## config.mk

```make
export PLATFORM = sky130hd
export DESIGN_NAME = dpbd_control
export DESIGN_NICKNAME = d
export VERILOG_FILES = /design/src/rtl/dpbd_pkg.sv /design/src/rtl/dpbd_control.sv
export SDC_FILE = /design/constraint.sdc
export NUM_CORES = 1
export LEC_CHECK = 0
export ABC_AREA = 0
export BUFFER_PORTS_ARGS = -buffer_cell sky130_fd_sc_hd__buf_2
export CORE_ASPECT_RATIO = 0.8
export CORE_MARGIN = 1
export CORE_UTILIZATION = 43
export CTS_BUF_LIST = sky130_fd_sc_hd__clkbuf_16
export DETAILED_ROUTE_END_ITERATION = 10
export PLACE_DENSITY = 0.7
export RECOVER_POWER = 100
export SLEW_MARGIN = 5
export SYNTH_ARGS = -nofsm -noshare
export SYNTH_HDL_FRONTEND = slang
export SYNTH_SLANG_ARGS = --single-unit
```

## constraint.sdc

```tcl
create_clock -name clock -period 1.6 [get_ports clock]
set_clock_uncertainty 0.2 [all_clocks]
set_input_delay 0.16 -clock clock [delete_from_list [all_inputs] [get_ports clock]]
set_output_delay 0.16 -clock clock [all_outputs]
set_load 0.02 [all_outputs]
```

## src/rtl/dpbd_pkg.sv

```systemverilog
// Shared constants and types for the differential preamble burst detector.
package dpbd_pkg;

   localparam int BLOCK_LEN    = 8;
   localparam int NUM_BLOCKS   = 4;
   localparam int NUM_FRAMES   = 2;
   localparam int DATA_LEN     = 64;
   localparam int PREAMBLE_LEN = 32;
   localparam int LINE_DEPTH   = (DATA_LEN + PREAMBLE_LEN) * NUM_FRAMES * 2;
   localparam int FRAME_STRIDE = 2 * (BLOCK_LEN * NUM_BLOCKS + DATA_LEN);
   localparam int TAPS         = BLOCK_LEN * NUM_BLOCKS;
   localparam int LINE_W       = $clog2(LINE_DEPTH);
   localparam int PRE_W        = $clog2(PREAMBLE_LEN);
   localparam int J_W          = $clog2(BLOCK_LEN) > 0 ? $clog2(BLOCK_LEN) : 1;
   localparam int I_W          = $clog2(NUM_BLOCKS) > 0 ? $clog2(NUM_BLOCKS) : 1;
   localparam int K_W          = $clog2(NUM_FRAMES) > 0 ? $clog2(NUM_FRAMES) : 1;
   localparam int TAP_W        = $clog2(TAPS) > 0 ? $clog2(TAPS) : 1;
   localparam int CLR_W        = $clog2(LINE_DEPTH + 1);

   // Controller commands to the datapath.
   typedef struct packed {
      logic clear_wr;   // write zero at the clear address
      logic store;      // write the new sample, advance the write pointer
      logic load_coef;  // write a coefficient entry
      logic start;      // clear accumulators and totals
      logic tap_read;   // issue a memory read for the current tap
      logic tap_mac;    // accumulate the registered tap
      logic blk_step1;  // scale block sum, start chain products
      logic blk_step2;  // add chain products to total
      logic tot_step;   // scale and saturate total
      logic mag_step1;  // square components
      logic mag_step2;  // finish estimate
      logic [LINE_W-1:0] clr_addr;
      logic [K_W-1:0]    k;
      logic [I_W-1:0]    i;
      logic [J_W-1:0]    j;
   } dp_cmd_type;

endpackage

```

## src/rtl/dpbd_control.sv

```systemverilog
// Controller: clearing pass, tap sequencing and the result handshake.
module dpbd_control (
   input  logic                 clock,
   input  logic                 reset,
   input  logic                 req_valid,
   output logic                 req_stall,
   input  logic                 req_command,
   input  logic [4:0]           req_coef_index,
   output logic                 rsp_valid,
   input  logic                 rsp_stall,
   output dpbd_pkg::dp_cmd_type cmd
);
   import dpbd_pkg::*;

   typedef enum logic [3:0] {
      ST_CLEAR, ST_IDLE, ST_READ, ST_MAC, ST_BLK1, ST_BLK2,
      ST_TOT, ST_MAG1, ST_MAG2, ST_OUT
   } state_type;

   state_type         state_ff, state_in;
   logic [CLR_W-1:0]  clr_ff, clr_in;
   logic [K_W-1:0]    k_ff, k_in;
   logic [I_W-1:0]    i_ff, i_in;
   logic [J_W-1:0]    j_ff, j_in;
   logic              rsp_valid_ff, rsp_valid_in;
   logic              accept;
   logic              last_j, last_i, last_k;

   assign req_stall = !(state_ff == ST_IDLE);
   assign accept    = req_valid && !req_stall;
   assign rsp_valid = rsp_valid_ff;
   assign last_j = (j_ff == J_W'(BLOCK_LEN - 1));
   assign last_i = (i_ff == I_W'(NUM_BLOCKS - 1));
   assign last_k = (k_ff == K_W'(NUM_FRAMES - 1));

   // Next state and datapath commands.
   always_comb begin
      state_in     = state_ff;
      clr_in       = clr_ff;
      k_in         = k_ff;
      i_in         = i_ff;
      j_in         = j_ff;
      rsp_valid_in = rsp_valid_ff;
      cmd          = '0;
      cmd.clr_addr = clr_ff[LINE_W-1:0];
      cmd.k        = k_ff;
      cmd.i        = i_ff;
      cmd.j        = j_ff;
      if (rsp_valid_ff && !rsp_stall)
         rsp_valid_in = 1'b0;
      case (state_ff)
         ST_CLEAR: begin
            cmd.clear_wr = 1'b1;
            clr_in = clr_ff + 1'b1;
            if (clr_ff == CLR_W'(LINE_DEPTH - 1))
               state_in = ST_IDLE;
         end
         ST_IDLE: begin
            if (accept) begin
               if (req_command) begin
                  cmd.load_coef = (32'(req_coef_index) < PREAMBLE_LEN);
               end else begin
                  cmd.store = 1'b1;
                  cmd.start = 1'b1;
                  k_in = '0;
                  i_in = '0;
                  j_in = '0;
                  state_in = ST_READ;
               end
            end
         end
         ST_READ: begin
            cmd.tap_read = 1'b1;
            state_in = ST_MAC;
         end
         ST_MAC: begin
            cmd.tap_mac = 1'b1;
            if (last_j) begin
               j_in = '0;
               state_in = ST_BLK1;
            end else begin
               j_in = j_ff + 1'b1;
               state_in = ST_READ;
            end
         end
         ST_BLK1: begin
            cmd.blk_step1 = 1'b1;
            state_in = ST_BLK2;
         end
         ST_BLK2: begin
            cmd.blk_step2 = 1'b1;
            state_in = ST_READ;
            if (last_i) begin
               i_in = '0;
               if (last_k)
                  state_in = ST_TOT;
               else
                  k_in = k_ff + 1'b1;
            end else begin
               i_in = i_ff + 1'b1;
            end
         end
         ST_TOT: begin
            cmd.tot_step = 1'b1;
            state_in = ST_MAG1;
         end
         ST_MAG1: begin
            cmd.mag_step1 = 1'b1;
            state_in = ST_OUT;
         end
         ST_OUT: begin
            // wait until the previous result has left
            if (!rsp_valid_ff || !rsp_stall) begin
               state_in = ST_MAG2;
            end
         end
         ST_MAG2: begin
            cmd.mag_step2 = 1'b1;
            rsp_valid_in = 1'b1;
            state_in = ST_IDLE;
         end
         default: state_in = ST_IDLE;
      endcase
   end

   // Hold state, counters and result valid.
   always_ff @(posedge clock) begin
      if (reset) begin
         state_ff     <= ST_CLEAR;
         clr_ff       <= '0;
         k_ff         <= '0;
         i_ff         <= '0;
         j_ff         <= '0;
         rsp_valid_ff <= 1'b0;
      end else begin
         state_ff     <= state_in;
         clr_ff       <= clr_in;
         k_ff         <= k_in;
         i_ff         <= i_in;
         j_ff         <= j_in;
         rsp_valid_ff <= rsp_valid_in;
      end
   end

   // A pending result is never overwritten.
   a_no_overwrite: assert property (@(posedge clock) disable iff (reset)
      (state_ff == ST_MAG2) |-> (!rsp_valid_ff || !rsp_stall))
      else $error("result overwritten");
   // Requests are taken only when idle.
   a_accept_idle: assert property (@(posedge clock) disable iff (reset)
      accept |-> (state_ff == ST_IDLE))
      else $error("request taken while busy");
   // A sample request starts the tap sequence.
   a_sample_starts: assert property (@(posedge clock) disable iff (reset)
      (accept && !req_command) |=> (state_ff == ST_READ))
      else $error("sample did not start sequence");

endmodule

```

==> impl_results.md <==
- Status: finished, violations left
- Failing checks: DRC, setup timing
- Async SR Flop Fraction: 0%
- Syn-to-layout area delta: 57.1%
- Antenna violations before repair: 0
- Gp weighted congestion: around 0.79
- Die Width: between 50 and 60 um
- Clock slew at reported path FFs: 0.05 ns
- Cells after Synth: ~130
- Startpoint Class: flop
- Overflow after GRT: 0
- Mean Syn Cell Area: around 8.2 sq um
- Routed Antenna Nets: 0
- GRT Overall Usage: between 20% and 30%
- EDFF count, synth: 0
- # port buffers: 32
- Slowest stage delay, CP: between 0.3 and 0.4 ns
- CTS Buf Count: 3
- RSZ-0062 raised after global routing: yes
- Warnings, synthesis: 0
- Count leader, synth: nor2_1
- Post-synth top area cell: dfxtp_1
- Design Power: 1100 uW
- Min Tclk post-route: around 1.8 ns
- Worst Path Max Fanout: 3
- Nets: just under 200
- Fin crit share: 114%
- Kind of critical path: reg2out
- Insertion delay to the later sink of the worst-skew pair: roughly 0.25 ns
- Headroom to the max-slew limit: between 70 and 80%
- Setup ws final: -0.226 ns
- Die Height: approximately 46 um
- Ratio of cells with drive above 1 in the final layout: around two fifths
- Register area share after synthesis: about two fifths
- Initial core utilization: a little under half
- Final setup viols: 20
- Dpl cell area: ~1400 sq um
- Routed vias/inst: approximately 5.5
- Hold Slack: between 0.1 and 0.15 ns
- Max Root-Sink Buffers: 2
- Vias: 1117
- Synth Net Count: 142
- Fmax: 548 MHz
- Avg WL per Cell: 15.4 um
- H-tree Lvls: 1
- Crit path capture type: output pin
- Top_reg_cell synth: dfxtp_1
- Core area: around 2200 sq um
- Critical path's most frequent cell: buf_6
- Clock Sink Count: 20
- Largest net degree at the start of global routing: 19
- Worst-Margin Slew: between 0.3 and 0.4 ns
- WP data required: about 1.2 ns
- DRC violations left: 2
- FF+latch count, synth: 20
- Pwr dens: about 660 nW/um^2
- Worst min path class: in2reg
- CTS Root Cell: clkbuf_16
- Final hold vios: 0
- Fin. max-slew vios: 0
- Antenna Cells: 0
- Slowest cell on the critical path: or3_4
- Synth top area cells: dfxtp_1 (38%), nor2_1 (7.5%), ha_1 (4.8%)
- Max VDD drop: 0.756 mV
- Cell Area, Synth: approximately 1100 sq um
- Leak: approximately 0.00064 uW
- Max cap viols: 0
- Data arrival time of the critical path: roughly 1.5 ns
- CTS tree: built
- DR pass1 iterations: 7
- DIE AREA: 2650 sq um
- Synth top area share: a little under two fifths
- FILL cells: between 150 and 200
- Critical path cell sequence: buf_6 -> nand2b_4 -> or3_4 -> nor2b_4 -> buf_6
- Fin area: ~1700 sq um
- Unique masters post-synth: 33
- First-pass GRT wire length: roughly 4400 um
- First-iteration detailed-routing DRC count: between 40 and 50
- DP HPWL: approximately 1900 um
- Vias in the first global route: between 900 and 1000
- Most frequent cells after synthesis: nor2_1 (21), dfxtp_1 (20), a21oi_1 (8), nand2_1 (8), nor3_1 (7)
- Row Count: 15
- IO Pins: 38
- Final WL: ~3100 um
[state kept, by name (all words and copies together), names as in the netlist]
signal	cells
i_ff	2
state_ff	4
j_ff	3
k_ff	1
rsp_valid	1
clr_ff	9
[where the power goes]
group	switching [uW]	internal (uW)
combinational	44.7	33.7
clock	177	333
sequential	5.00	506
[per-stage QoR]
| step | setup WS, ns | std cells | utilization, % | setup TNS [ns] |
|---|---|---|---|---|
| floorplan | -0.165 | 128 | - | -1.20 |
| global placement | -0.167 | 194 | 60.7 | -1.19 |
| detailed placement | -0.241 | 194 | 60.7 | -1.60 |
| CTS | -0.231 | 204 | 72.3 | -2.74 |
| global route | -0.261 | 203 | 74.1 | -3.93 |
| finish | -0.226 | 203 | 74.1 | -2.58 |
[critical path, delay by kind of cell, from the launching register on]
family | cells | cell delay [ns]
simple gates | 3 | 0.65
buf+inv | 2 | 0.24
flops | 1 | 0.33
[final timing paths]
kind	slack [ns]	endpoint	from	cells past startpoint
setup / recovery	-0.23	cmd[22]	state_ff[3]	5
hold / removal	0.12	clr_ff[1]	reset	3
setup reg to reg	-0.18	clr_ff[7]	state_ff[0]	5
hold reg to reg	0.32	rsp_valid	rsp_valid	2
[cell usage in the layout, fill, tap and decap left out, drive strengths merged, types with 2 or more instances in the layout]
master,synthesis,layout
clkbuf,5,19
dfxtp,20,20
or3,2,2
inv,3,2
nand2b,4,4
nor3,7,7
o21ai,5,5
a21oi,8,8
a22oi,4,4
nor2,21,21
nor3b,4,4
xnor2,5,5
nor4,2,2
ha,4,4
nand3,4,4
nand2,8,8
xor2,2,2
buf,6,40
nor2b,2,2
[routing by layer]
metal | GRT usage, % | wire [um] | vias to the layer above
met1 | 27.6 | 1320 | 535
li1 | - | - | 544
met4 | 8.29 | 44 | 0
met5 | 0 | 0 | -
met3 | 6.18 | 171 | 4
met2 | 40.0 | 1580 | 34
[cell type report]
class                           instances  area [sq um]  area share [%]
Sequential cell                        20           408            24.6
Tap cell                               25          31.3            1.89
Clock inverter                          1          3.75           0.227
Multi-Input combinational cell         94           718            43.4
Clock buffer                            3          75.1            4.54
Inverter                                3          15.0           0.907
Timing Repair Buffer                   57           404            24.4
[what timing repair did]
| action | 4_1_cts | 5_1_grt |
|---|---|---|
| gates resized for setup | 30 | 20 |
| setup endpoints to repair | 21 | 30 |
| setup buffers | 5 | 2 |
| hold buffers | 1 | 0 |
| endpoints found under the hold margin | 1 | 0 |
| pin swaps | 7 | 7 |
[cells by family (layout without fill, tap and decap cells)]
family / after synthesis / count (layout) / synth area share (%)
flops: 20 / 20 / 38.0
buf+inv: 14 / 64 / 6.65
xor+xnor: 7 / 7 / 5.82
simple gates: 60 / 60 / 31.1
compound gates: 23 / 23 / 13.7
fa+ha+maj: 4 / 4 / 4.75
(Power assumes the default switching activity.)
